<file path="config.mk">
export PLATFORM = sky130hd
export DESIGN_NAME = canonical_line_discipline
export DESIGN_NICKNAME = d
export VERILOG_FILES = /design/src/design/cld_pkg.sv /design/src/design/canonical_line_discipline.sv /design/src/design/cld_lbuf.sv /design/src/design/cld_emit.sv /design/src/design/cld_seq.sv
export SDC_FILE = /design/constraint.sdc
export NUM_CORES = 1
export LEC_CHECK = 0
export BUFFER_PORTS_ARGS = -buffer_cell sky130_fd_sc_hd__buf_2
export CAP_MARGIN = 20
export CELL_PAD_IN_SITES_DETAIL_PLACEMENT = 0
export CELL_PAD_IN_SITES_GLOBAL_PLACEMENT = 2
export CORE_MARGIN = 2
export CORE_UTILIZATION = 42
export CTS_CLUSTER_SIZE = 8
export DETAILED_ROUTE_END_ITERATION = 8
export MAX_ROUTING_LAYER = met4
export PLACE_DENSITY_LB_ADDON = 0.1
export SKIP_LAST_GASP = 1
export SLEW_MARGIN = 0
export SYNTH_ARGS = -nofsm -noshare
export SYNTH_HDL_FRONTEND = slang
export SYNTH_HIERARCHICAL = 1
export SYNTH_SLANG_ARGS = --single-unit
</file>
<file path="constraint.sdc">
create_clock -name clk_i -period 4.56 [get_ports clk_i]
set_input_delay 0.456 -clock clk_i [delete_from_list [all_inputs] [get_ports clk_i]]
set_output_delay 0.456 -clock clk_i [all_outputs]
set_load 0.02 [all_outputs]
</file>
<file path="src/design/cld_pkg.sv">
`timescale 1ns / 1ps

package cld_pkg;

  localparam int LINE_CAP    = 16;
  localparam int MAX_RESULTS = 48;
  localparam int NUM_REGS    = 5;

  localparam int IDX_W  = $clog2(LINE_CAP);
  localparam int LEN_W  = $clog2(LINE_CAP + 1);
  localparam int RES_W  = $clog2(MAX_RESULTS + 1);
  localparam int ADDR_W = $clog2(4 * NUM_REGS);

  // mode_flags bit positions
  localparam int F_CANON = 0;
  localparam int F_ECHO  = 1;
  localparam int F_ECHOE = 2;
  localparam int F_ISIG  = 3;
  localparam int F_ICRNL = 4;
  localparam int F_OPOST = 5;
  localparam int F_ONLCR = 6;

  localparam logic [7:0] CH_BS    = 8'h08;
  localparam logic [7:0] CH_NL    = 8'h0A;
  localparam logic [7:0] CH_CR    = 8'h0D;
  localparam logic [7:0] CH_SPACE = 8'h20;
  localparam logic [7:0] CH_QMARK = 8'h3F;
  localparam logic [7:0] CH_AT    = 8'h40;
  localparam logic [7:0] CH_CARET = 8'h5E;
  localparam logic [7:0] CH_DEL   = 8'h7F;
  localparam logic [7:0] LEAD_MASK = 8'hC0;
  localparam logic [7:0] CONT_PAT  = 8'h80;
  localparam logic [7:0] CTRL_MASK = 8'h1F;

  localparam logic [6:0] MODE_RST  = 7'h7F;
  localparam logic [7:0] INTR_RST  = 8'h03;
  localparam logic [7:0] ERASE_RST = 8'h7F;
  localparam logic [7:0] KILL_RST  = 8'h15;
  localparam logic [7:0] EOF_RST   = 8'h04;

  typedef enum logic [1:0] {
    OP_RX   = 2'd0,
    OP_TX   = 2'd1,
    OP_EOS  = 2'd2,
    OP_RSVD = 2'd3
  } op_e;

  typedef enum logic [1:0] {
    KIND_DATA = 2'd0,
    KIND_EOF  = 2'd1,
    KIND_INTR = 2'd2
  } kind_e;

  typedef enum logic [2:0] {
    REG_MODE  = 3'd0,
    REG_INTR  = 3'd1,
    REG_ERASE = 3'd2,
    REG_KILL  = 3'd3,
    REG_EOF   = 3'd4
  } reg_idx_e;

  localparam logic DEST_TERM   = 1'b0;
  localparam logic DEST_READER = 1'b1;

  typedef enum logic [3:0] {
    ST_IDLE,
    ST_DECODE,
    ST_ECHO1,
    ST_ECHO2,
    ST_INTR,
    ST_WALK,
    ST_ER1,
    ST_ER2,
    ST_ER3,
    ST_DELIV,
    ST_DONE
  } seq_state_e;

  typedef enum logic [1:0] {
    C_FINISH,
    C_DELIVER,
    C_INTR
  } cont_e;

  typedef struct packed {
    op_e        op;
    logic [7:0] byte_value;
  } in_req_t;

  typedef struct packed {
    logic       destination;
    logic [7:0] data;
    kind_e      kind;
    logic       last;
  } out_rsp_t;

  typedef struct packed {
    logic [6:0] mode;
    logic [7:0] intr;
    logic [7:0] erase;
    logic [7:0] kill;
    logic [7:0] eof;
  } cfg_t;

  typedef struct packed {
    logic       push;
    logic       finish;
    logic       dest;
    logic [7:0] data;
    kind_e      kind;
  } emit_ctl_t;

  typedef struct packed {
    logic             we;
    logic [IDX_W-1:0] waddr;
    logic [7:0]       wdata;
    logic             len_we;
    logic [LEN_W-1:0] len;
    logic [IDX_W-1:0] raddr;
  } lbuf_ctl_t;

  function automatic emit_ctl_t mk_push(logic dest, logic [7:0] data, kind_e kind);
    emit_ctl_t e;
    e        = '0;
    e.push   = 1'b1;
    e.dest   = dest;
    e.data   = data;
    e.kind   = kind;
    return e;
  endfunction

  function automatic logic is_ctrl(logic [7:0] b);
    return (b < CH_SPACE) || (b == CH_DEL);
  endfunction

  function automatic logic [7:0] ctrl_echo(logic [7:0] b);
    return (b == CH_DEL) ? CH_QMARK : (CH_AT + (b & CTRL_MASK));
  endfunction

endpackage

</file>
<file path="src/design/canonical_line_discipline.sv">
`timescale 1ns / 1ps

// Canonical terminal line discipline. Requests on the input channel are a
// received keystroke (edited into a line of up to LINE_CAP - 1 bytes plus
// newline, with echo), a byte to transmit (NL to CR NL when enabled) or end
// of stream (hands over the pending line). Results go out one per cycle,
// while the output is not stalled, through a registered output; last marks
// the final result of a request. One request is handled at a time by a small
// sequencer: a decode step, then a step per result (an echo step with echo
// off still takes one), a step to find the start of each erased character
// plus one per continuation byte skipped, and a closing step. Every step
// waits while a result is held on a stalled output, and the input stays
// stalled until the closing step is done.
// Registers sit at byte address 4*i: mode_flags, interrupt_char, erase_char,
// kill_char, eof_char.
module canonical_line_discipline (
  input  logic                       clk_i,
  input  logic                       rst_ni,
  input  logic                       in_valid_i,
  output logic                       in_stall_o,
  input  cld_pkg::in_req_t           in_req_i,
  output logic                       out_valid_o,
  input  logic                       out_stall_i,
  output cld_pkg::out_rsp_t          out_rsp_o,
  input  logic                       psel,
  input  logic                       penable,
  input  logic                       pwrite,
  input  logic [cld_pkg::ADDR_W-1:0] paddr,
  input  logic [31:0]                pwdata,
  output logic [31:0]                prdata,
  output logic                       pready
);
  import cld_pkg::*;

  cfg_t             cfg_q;
  reg_idx_e         reg_idx;
  logic             wr_en;
  logic             step;
  emit_ctl_t        emit_ctl;
  lbuf_ctl_t        lbuf_ctl;
  logic [LEN_W-1:0] len;
  logic [7:0]       rdata;

  assign pready  = 1'b1;
  assign wr_en   = psel && penable && pwrite;
  assign reg_idx = reg_idx_e'(paddr[ADDR_W-1:2]);

  always_ff @(posedge clk_i or negedge rst_ni) begin
    if (!rst_ni) begin
      cfg_q.mode  <= MODE_RST;
      cfg_q.intr  <= INTR_RST;
      cfg_q.erase <= ERASE_RST;
      cfg_q.kill  <= KILL_RST;
      cfg_q.eof   <= EOF_RST;
    end else if (wr_en) begin
      unique case (reg_idx)
        REG_MODE:  cfg_q.mode  <= pwdata[6:0];
        REG_INTR:  cfg_q.intr  <= pwdata[7:0];
        REG_ERASE: cfg_q.erase <= pwdata[7:0];
        REG_KILL:  cfg_q.kill  <= pwdata[7:0];
        REG_EOF:   cfg_q.eof   <= pwdata[7:0];
        default: ;
      endcase
    end
  end

  always_comb begin
    unique case (reg_idx)
      REG_MODE:  prdata = {25'd0, cfg_q.mode};
      REG_INTR:  prdata = {24'd0, cfg_q.intr};
      REG_ERASE: prdata = {24'd0, cfg_q.erase};
      REG_KILL:  prdata = {24'd0, cfg_q.kill};
      REG_EOF:   prdata = {24'd0, cfg_q.eof};
      default:   prdata = '0;
    endcase
  end

  cld_seq u_seq (
    .clk_i      (clk_i),
    .rst_ni     (rst_ni),
    .in_valid_i (in_valid_i),
    .in_stall_o (in_stall_o),
    .in_req_i   (in_req_i),
    .cfg_i      (cfg_q),
    .step_i     (step),
    .emit_o     (emit_ctl),
    .lbuf_o     (lbuf_ctl),
    .len_i      (len),
    .rdata_i    (rdata)
  );

  cld_lbuf u_lbuf (
    .clk_i   (clk_i),
    .rst_ni  (rst_ni),
    .ctl_i   (lbuf_ctl),
    .len_o   (len),
    .rdata_o (rdata)
  );

  cld_emit u_emit (
    .clk_i       (clk_i),
    .rst_ni      (rst_ni),
    .ctl_i       (emit_ctl),
    .out_stall_i (out_stall_i),
    .out_valid_o (out_valid_o),
    .out_rsp_o   (out_rsp_o),
    .step_o      (step)
  );

endmodule

</file>
<file path="src/design/cld_lbuf.sv">
`timescale 1ns / 1ps

module cld_lbuf (
  input  logic                     clk_i,
  input  logic                     rst_ni,
  input  cld_pkg::lbuf_ctl_t       ctl_i,
  output logic [cld_pkg::LEN_W-1:0] len_o,
  output logic [7:0]               rdata_o
);
  import cld_pkg::*;

  logic [7:0]       store_q [LINE_CAP];
  logic [LEN_W-1:0] len_q;

  always_ff @(posedge clk_i) begin
    if (ctl_i.we) begin
      store_q[ctl_i.waddr] <= ctl_i.wdata;
    end
  end

  always_ff @(posedge clk_i or negedge rst_ni) begin
    if (!rst_ni) begin
      len_q <= '0;
    end else if (ctl_i.len_we) begin
      len_q <= ctl_i.len;
    end
  end

  assign len_o   = len_q;
  assign rdata_o = store_q[ctl_i.raddr];

endmodule

</file>
<file path="src/design/cld_emit.sv">
`timescale 1ns / 1ps

module cld_emit (
  input  logic               clk_i,
  input  logic               rst_ni,
  input  cld_pkg::emit_ctl_t ctl_i,
  input  logic               out_stall_i,
  output logic               out_valid_o,
  output cld_pkg::out_rsp_t  out_rsp_o,
  output logic               step_o
);
  import cld_pkg::*;

  logic             out_v_q, out_v_d;
  out_rsp_t         out_q, out_d;
  logic             pend_v_q, pend_v_d;
  out_rsp_t         pend_q, pend_d;
  logic [RES_W-1:0] cnt_q, cnt_d;
  logic             take;

  assign step_o = !out_v_q || !out_stall_i;
  assign take   = ctl_i.push && (cnt_q != RES_W'(MAX_RESULTS));

  // one result is held back so the final one can be tagged last
  always_comb begin
    out_v_d  = out_v_q;
    out_d    = out_q;
    pend_v_d = pend_v_q;
    pend_d   = pend_q;
    cnt_d    = cnt_q;
    if (step_o) begin
      out_v_d = 1'b0;
    end
    if (take) begin
      if (pend_v_q) begin
        out_d      = pend_q;
        out_d.last = 1'b0;
        out_v_d    = 1'b1;
      end
      pend_d.destination = ctl_i.dest;
      pend_d.data        = ctl_i.data;
      pend_d.kind        = ctl_i.kind;
      pend_d.last        = 1'b0;
      pend_v_d           = 1'b1;
      cnt_d              = cnt_q + RES_W'(1);
    end
    if (ctl_i.finish) begin
      if (pend_v_q) begin
        out_d      = pend_q;
        out_d.last = 1'b1;
        out_v_d    = 1'b1;
      end
      pend_v_d = 1'b0;
      cnt_d    = '0;
    end
  end

  always_ff @(posedge clk_i or negedge rst_ni) begin
    if (!rst_ni) begin
      out_v_q  <= 1'b0;
      pend_v_q <= 1'b0;
      cnt_q    <= '0;
    end else begin
      out_v_q  <= out_v_d;
      pend_v_q <= pend_v_d;
      cnt_q    <= cnt_d;
    end
  end

  always_ff @(posedge clk_i) begin
    out_q  <= out_d;
    pend_q <= pend_d;
  end

  assign out_valid_o = out_v_q;
  assign out_rsp_o   = out_q;

endmodule

</file>
<file path="src/design/cld_seq.sv">
`timescale 1ns / 1ps

module cld_seq (
  input  logic                      clk_i,
  input  logic                      rst_ni,
  input  logic                      in_valid_i,
  output logic                      in_stall_o,
  input  cld_pkg::in_req_t          in_req_i,
  input  cld_pkg::cfg_t             cfg_i,
  input  logic                      step_i,
  output cld_pkg::emit_ctl_t        emit_o,
  output cld_pkg::lbuf_ctl_t        lbuf_o,
  input  logic [cld_pkg::LEN_W-1:0] len_i,
  input  logic [7:0]                rdata_i
);
  import cld_pkg::*;

  seq_state_e       state_q, state_d;
  op_e              op_q, op_d;
  logic [7:0]       b_q, b_d;
  logic [IDX_W-1:0] idx_q, idx_d;
  cont_e            cont_q, cont_d;
  logic             kill_q, kill_d;

  logic       canon, echo, echoe, isig, icrnl, post;
  logic [7:0] cx;
  logic       room;
  seq_state_e cont_st;
  seq_state_e after_st;
  logic [IDX_W-1:0] len_m1;
  logic       is_cont;
  logic       deliv_end;

  assign canon = cfg_i.mode[F_CANON];
  assign echo  = cfg_i.mode[F_ECHO];
  assign echoe = cfg_i.mode[F_ECHOE];
  assign isig  = cfg_i.mode[F_ISIG];
  assign icrnl = cfg_i.mode[F_ICRNL];
  assign post  = cfg_i.mode[F_OPOST] && cfg_i.mode[F_ONLCR];

  assign cx      = (b_q == CH_CR && icrnl) ? CH_NL : b_q;
  assign room    = (cx == CH_NL) ? (len_i < LEN_W'(LINE_CAP))
                                 : (len_i < LEN_W'(LINE_CAP - 1));
  assign len_m1  = IDX_W'(len_i - LEN_W'(1));
  assign is_cont = (rdata_i & LEAD_MASK) == CONT_PAT;
  assign deliv_end = (LEN_W'(idx_q) + LEN_W'(1)) == len_i;

  always_comb begin
    unique case (cont_q)
      C_DELIVER: cont_st = ST_DELIV;
      C_INTR:    cont_st = ST_INTR;
      default:   cont_st = ST_DONE;
    endcase
  end

  assign after_st = (kill_q && len_i != '0) ? ST_WALK : ST_DONE;

  always_comb begin
    state_d      = state_q;
    op_d         = op_q;
    b_d          = b_q;
    idx_d        = idx_q;
    cont_d       = cont_q;
    kill_d       = kill_q;
    emit_o       = '0;
    lbuf_o       = '0;
    lbuf_o.raddr = idx_q;
    in_stall_o   = (state_q != ST_IDLE);

    unique case (state_q)
      ST_IDLE: begin
        if (in_valid_i) begin
          op_d    = in_req_i.op;
          b_d     = in_req_i.byte_value;
          state_d = ST_DECODE;
        end
      end

      ST_DECODE: begin
        if (step_i) begin
          unique case (op_q)
            OP_RX: begin
              if (!canon) begin
                emit_o  = mk_push(DEST_READER, b_q, KIND_DATA);
                state_d = ST_DONE;
              end else begin
                b_d = cx;
                priority if (isig && cx == cfg_i.intr) begin
                  lbuf_o.len_we = 1'b1;
                  lbuf_o.len    = '0;
                  cont_d        = C_INTR;
                  state_d       = ST_ECHO1;
                end else if (cx == cfg_i.erase || cx == CH_BS || cx == CH_DEL) begin
                  kill_d  = 1'b0;
                  idx_d   = len_m1;
                  state_d = (len_i == '0) ? ST_DONE : ST_WALK;
                end else if (cx == cfg_i.kill) begin
                  kill_d  = 1'b1;
                  idx_d   = len_m1;
                  state_d = (len_i == '0) ? ST_DONE : ST_WALK;
                end else if (cx == cfg_i.eof) begin
                  idx_d   = '0;
                  state_d = ST_DELIV;
                end else begin
                  if (room) begin
                    lbuf_o.we     = 1'b1;
                    lbuf_o.waddr  = IDX_W'(len_i);
                    lbuf_o.wdata  = cx;
                    lbuf_o.len_we = 1'b1;
                    lbuf_o.len    = len_i + LEN_W'(1);
                  end
                  cont_d  = (cx == CH_NL) ? C_DELIVER : C_FINISH;
                  state_d = ST_ECHO1;
                end
              end
            end
            OP_TX: begin
              if (b_q == CH_NL && post) begin
                emit_o  = mk_push(DEST_TERM, CH_CR, KIND_DATA);
                cont_d  = C_FINISH;
                state_d = ST_ECHO2;
              end else begin
                emit_o  = mk_push(DEST_TERM, b_q, KIND_DATA);
                state_d = ST_DONE;
              end
            end
            OP_EOS: begin
              idx_d   = '0;
              state_d = ST_DELIV;
            end
            default: state_d = ST_DONE;
          endcase
        end
      end

      ST_ECHO1: begin
        if (step_i) begin
          idx_d = '0;
          priority if (!echo) begin
            state_d = cont_st;
          end else if (b_q == CH_NL || b_q == CH_CR) begin
            if (post) begin
              emit_o  = mk_push(DEST_TERM, CH_CR, KIND_DATA);
              state_d = ST_ECHO2;
            end else begin
              emit_o  = mk_push(DEST_TERM, CH_NL, KIND_DATA);
              state_d = cont_st;
            end
          end else if (is_ctrl(b_q)) begin
            emit_o  = mk_push(DEST_TERM, CH_CARET, KIND_DATA);
            state_d = ST_ECHO2;
          end else begin
            emit_o  = mk_push(DEST_TERM, b_q, KIND_DATA);
            state_d = cont_st;
          end
        end
      end

      ST_ECHO2: begin
        if (step_i) begin
          idx_d   = '0;
          emit_o  = mk_push(DEST_TERM,
                            (b_q == CH_NL || b_q == CH_CR) ? CH_NL : ctrl_echo(b_q),
                            KIND_DATA);
          state_d = cont_st;
        end
      end

      ST_INTR: begin
        if (step_i) begin
          emit_o  = mk_push(DEST_READER, 8'h00, KIND_INTR);
          state_d = ST_DONE;
        end
      end

      // walk back over UTF-8 continuation bytes, never past index 0
      ST_WALK: begin
        if (step_i) begin
          if (idx_q != '0 && is_cont) begin
            idx_d = idx_q - IDX_W'(1);
          end else begin
            lbuf_o.len_we = 1'b1;
            lbuf_o.len    = LEN_W'(idx_q);
            state_d       = ST_ER1;
          end
        end
      end

      ST_ER1: begin
        if (step_i) begin
          idx_d = len_m1;
          priority if (echoe) begin
            emit_o  = mk_push(DEST_TERM, CH_BS, KIND_DATA);
            state_d = ST_ER2;
          end else if (echo) begin
            emit_o  = mk_push(DEST_TERM, CH_BS, KIND_DATA);
            state_d = after_st;
          end else begin
            state_d = after_st;
          end
        end
      end

      ST_ER2: begin
        if (step_i) begin
          emit_o  = mk_push(DEST_TERM, CH_SPACE, KIND_DATA);
          state_d = ST_ER3;
        end
      end

      ST_ER3: begin
        if (step_i) begin
          idx_d   = len_m1;
          emit_o  = mk_push(DEST_TERM, CH_BS, KIND_DATA);
          state_d = after_st;
        end
      end

      ST_DELIV: begin
        if (step_i) begin
          if (len_i == '0) begin
            emit_o  = mk_push(DEST_READER, 8'h00, KIND_EOF);
            state_d = ST_DONE;
          end else begin
            emit_o = mk_push(DEST_READER, rdata_i, KIND_DATA);
            if (deliv_end) begin
              lbuf_o.len_we = 1'b1;
              lbuf_o.len    = '0;
              state_d       = ST_DONE;
            end else begin
              idx_d = idx_q + IDX_W'(1);
            end
          end
        end
      end

      ST_DONE: begin
        if (step_i) begin
          emit_o.finish = 1'b1;
          state_d       = ST_IDLE;
        end
      end

      default: state_d = ST_IDLE;
    endcase
  end

  always_ff @(posedge clk_i or negedge rst_ni) begin
    if (!rst_ni) begin
      state_q <= ST_IDLE;
      op_q    <= OP_RX;
      b_q     <= '0;
      idx_q   <= '0;
      cont_q  <= C_FINISH;
      kill_q  <= 1'b0;
    end else begin
      state_q <= state_d;
      op_q    <= op_d;
      b_q     <= b_d;
      idx_q   <= idx_d;
      cont_q  <= cont_d;
      kill_q  <= kill_d;
    end
  end

endmodule

</file>
==> results.txt <==
* Run status: completed
* Slowest cell on the critical path: sky130_fd_sc_hd__or3b_2
* Die Footprint: 29500 um^2
- Timing would allow up to 249 MHz.
- Core Util, Final: 48.9%
- Time the worst path needs with I/O delays and setup: 4.01 ns
* Later-pin clock latency in the skew report: 0.53 ns
- The floorplan step set the die height to 172 um.
* Total power: 7.71 mW
- Setup violations remaining at the end of the flow were counted as 0.
* Number of ports placed on the die boundary: 101
- Row generation in the floorplan step produced 61 rows.
- Worst clock skew on the final layout: 0.0265 ns
* Commonest cells after routing, fill and taps aside: sky130_fd_sc_hd__edfxtp_1 (151), sky130_fd_sc_hd__nand2_1 (67), sky130_fd_sc_hd__nor2_1 (65)
- Counting along the longest clock path gives a buffer depth of 3.
* Startpoint type of the worst setup path: flop
* Number of global-route vias before repair: 7666
- DRC errors left: 0
- In this run, CTS created clock tree buffers numbering 34.
- In this run, the number of DRC markers left after iteration 0 of detailed routing was 633.
* Detail Placement HPWL: 21300 um
- At the pin with the least slew margin, the transition time is 0.846 ns.
- The most used flip-flop cell after synthesis is sky130_fd_sc_hd__edfxtp_1.
- CTS sink cnt: 224
- The kind of cell with the highest combined delay along the critical path is simple AND/OR/NAND/NOR gates.
* Number of hold-slack violations in the final timing report: 0
- Top fanout value on the critical path: 8
* Initial standard-cell utilization of the core: 42.6%
- The die is 172 um wide.
* Share of power burned in combinational logic: 32.4%
- GRT overflow: 0
- The final number of max-transition violations was 0.
- Counting flops with an async set or reset pin after synthesis yields a share of 32.6%.
- Clock transition at the registers of the reported paths: 0.05 ns
- After detailed routing, the number of vias per cell comes to 5.52.
* Total Routing Usage GR: 21.9%
* Number of enable flip-flop cells after synthesis: 151
* Gp weighted congestion: 0.830
- For met1 alone, demand over resource in global routing was 30.9%.
* Unrepaired setup endpoints after global routing: false
* Arrival time of the worst setup path: 4.22 ns
- For this design the total switching power over the nets is 2.75 mW.
- Yosys printed 6 warnings.
- The worst-case IR drop observed on VDD is 391 uV.
* Pwr/cell area: 570 nW/um^2
- The internal portion of the total power is 4.96 mW.
- Counting tap cells, the placed design contains a total of 1363 instances.
* TritonCTS clock tree: built
- H-tree depth reported by CTS: 2
- By startpoint and endpoint, the worst setup path is classified as flop to flop.
- Leaving out filler cells and counting taps, the final layout contains 1419.
- Entering global routing, the biggest net connects 74 pins.
* Distinct cells, synth: 89
- At the worst endpoint, the required time is 4.77 ns.
* Number of nets with antenna violations after routing: 0
* Part of the total power dissipated in sequential elements: 37.3%
- Fraction of final layout cells with drive strength greater than 1: 24.4%
- Summed over all layers, the routed wires come to 30500 um.
* Leakage: 5.64 nW
- In the global route stage, met3 resource usage came out at 3.08%.
- Core Region: 27700 um^2
- Synthesized cell area: 11800 um^2
- Traced cell by cell, the critical path runs through or3_1 -> nor3_4 -> mux2i_1 -> o31a_1 -> nand3_1 -> a311o_2 -> nor2_2 -> or3b_2 -> nor3_1 -> buf_4.
* Total of flip-flops plus latches after synthesis: 224
- Final-layout setup total negative slack: 0 ns
* Layout overhead on the synthesized area: 14.7%
* Worst slew slack as a fraction of its limit: 43.4%
- Maximum single-stage delay on the critical path: 0.53 ns
- GRT met2 Usage: 33.3%
- Max-cap violations in this run came to 0.
- The first TritonRoute pass finished after 4 iterations.
* Post-route clock period utilization: 88.0%
* Post-synthesis instance total: 942
- STA classifies the critical path endpoint as a flop.
* WHS: 0.134 ns
- Most common cell after layout, fill and taps aside: sky130_fd_sc_hd__edfxtp_1
* Mean instance size in the synthesized netlist: 12.5 um^2
- Most used routing layer: met2
- The root buffer cell chosen for the clock tree is sky130_fd_sc_hd__clkbuf_16.
- Final routed wire length divided by cell count: 21.5 um
- Diode count: 0
- Counting both buffers and inverters, the worst setup path holds a total of 1.
* Routed vias: 7830
- Switching share of power: 35.7%
* Count of cells resized by post-cts repair: 0
- Nets@finish: 1090
- Wire length of the first global-routing pass: 46800 um
* Class of the tightest hold or removal check: input port to flop
* Number of input and output port buffers inserted: 49
- The number of antenna violations at the first check in global routing is 0.
- Sequential cell area fraction in the yosys report: 54.1%
- Share of total power in the clock network: 30.3%
==> stage by stage <==
step | setup WS [ns] | cell area (um^2)
floorplan | 0.493 | 11900
global placement | 0.586 | 12500
detailed placement | 0.533 | 12500
CTS | 0.531 | 13500
global route | 0.328 | 13500
finish | 0.549 | 13500
==> registers in the layout (all words and copies together), names as in the netlist, named ones only <==
| register | count |
|---|---|
| cfg_q | 39 |
| u_seq/state_q | 4 |
| u_emit/out_valid_o | 1 |
| u_seq/cont_q | 2 |
| u_emit/cnt_q | 6 |
| u_emit/pend_q | 11 |
| u_emit/pend_v_q | 1 |
| u_seq/kill_q | 1 |
| u_seq/idx_q | 4 |
| u_seq/op_q | 2 |
| u_seq/b_q | 8 |
| u_lbuf/len_o | 5 |
| u_lbuf/store_q | 128 |
==> metal layers <==
layer,up-vias,wire (um)
li1,3689,-
met1,3923,14600
met2,176,14100
met3,42,1170
met4,0,592
met5,-,0
==> power groups by stage <==
stage / logic, mW / registers [mW] / clock network, mW
finish: 2.50 / 2.88 / 2.33
global route: 2.76 / 2.94 / 2.49
CTS: 2.51 / 2.89 / 2.39
detailed placement: 2.50 / 2.93 / 0
global placement: 2.50 / 2.92 / 0
floorplan: 1.91 / 2.81 / 0
==> what timing repair did <==
action	4_1_cts	5_1_grt
hold buffers	0	1
endpoints found under the hold margin	0	25
setup buffers	0	0
==> cells by family (layout without fill, tap and decap cells) <==
kind of cell	after synthesis	in the layout	share of synthesized area, %
compound gates	180	180	10.8
xor+xnor	40	40	2.97
simple gates	277	277	12.4
other cells	2	25	0.0636
fa+ha+maj	13	13	1.44
mux	100	100	13.1
flops	224	224	54.1
buf+inv	106	182	5.12
==> worst reg2reg max path, cell delays in order (launching register included) <==
cell and delay (ns):
sky130_fd_sc_hd__dfrtp_1 0.36, sky130_fd_sc_hd__or3_1 0.52, sky130_fd_sc_hd__nor3_4 0.36, sky130_fd_sc_hd__mux2i_1 0.27, sky130_fd_sc_hd__o31a_1 0.28, sky130_fd_sc_hd__nand3_1 0.23
sky130_fd_sc_hd__a311o_2 0.50, sky130_fd_sc_hd__nor2_2 0.27, sky130_fd_sc_hd__or3b_2 0.53, sky130_fd_sc_hd__nor3_1 0.16, sky130_fd_sc_hd__buf_4 0.22
==> Yosys cell counts, types with 7 or more instances <==
cell / n / share of area, %
sky130_fd_sc_hd__edfxtp_1: 151 / 38
sky130_fd_sc_hd__nand2_1: 67 / 2.1
sky130_fd_sc_hd__nor2_1: 65 / 2.1
sky130_fd_sc_hd__dfrtp_1: 53 / 11
sky130_fd_sc_hd__mux2_2: 44 / 4.2
sky130_fd_sc_hd__a21oi_1: 37 / 1.6
sky130_fd_sc_hd__nor3_1: 30 / 1.3
sky130_fd_sc_hd__xor2_1: 29 / 2.2
sky130_fd_sc_hd__buf_4: 28 / 1.8
sky130_fd_sc_hd__inv_1: 24 / 0.76
sky130_fd_sc_hd__a22oi_1: 23 / 1.5
sky130_fd_sc_hd__clkbuf_1: 22 / 0.70
sky130_fd_sc_hd__o21ai_0: 21 / 0.89
sky130_fd_sc_hd__dfstp_2: 20 / 4.5
sky130_fd_sc_hd__nand3_1: 19 / 0.81
sky130_fd_sc_hd__buf_2: 18 / 0.76
sky130_fd_sc_hd__mux4_2: 18 / 3.4
sky130_fd_sc_hd__mux2i_1: 17 / 1.4
sky130_fd_sc_hd__mux4_1: 14 / 3.1
sky130_fd_sc_hd__ha_1: 12 / 1.3
sky130_fd_sc_hd__nand2b_1: 12 / 0.64
sky130_fd_sc_hd__nor2b_1: 12 / 0.64
sky130_fd_sc_hd__and2_1: 11 / 0.58
sky130_fd_sc_hd__xnor2_1: 11 / 0.82
sky130_fd_sc_hd__o21ai_1: 10 / 0.42
sky130_fd_sc_hd__o22ai_1: 10 / 0.53
sky130_fd_sc_hd__a22o_1: 9 / 0.67
sky130_fd_sc_hd__a31oi_1: 9 / 0.48
sky130_fd_sc_hd__buf_6: 8 / 0.76
sky130_fd_sc_hd__nor3b_1: 8 / 0.51
sky130_fd_sc_hd__nor4_1: 8 / 0.42
sky130_fd_sc_hd__mux2_4: 7 / 0.89
==> worst paths after layout <==
path,slack (ns),cells past startpoint,to,start
max in group asynchronous,3.43,3,cfg_q[18],rst_ni
min reg2reg,0.55,1,cfg_q[11],cfg_q[11]
min,0.13,3,u_seq/b_q[4],in_req_i[4]
max reg2reg,0.55,10,u_lbuf/store_q[0][2],u_seq/b_q[5]
max,0.55,10,u_lbuf/store_q[0][2],u_seq/b_q[5]
min in group asynchronous,0.44,2,u_seq/idx_q[3],rst_ni
==> area by class of cell <==
class | instances | area (um^2)
sequential | 224 | 6390
inverter | 25 | 93.8
fill | 2497 | 14200
timing repair buffer | 103 | 681
multi-input combinational | 635 | 4900
clock inverter | 3 | 58.8
tap | 378 | 473
clock buffer | 51 | 946
No activity file was read; power rests on OpenSTA's default activity.
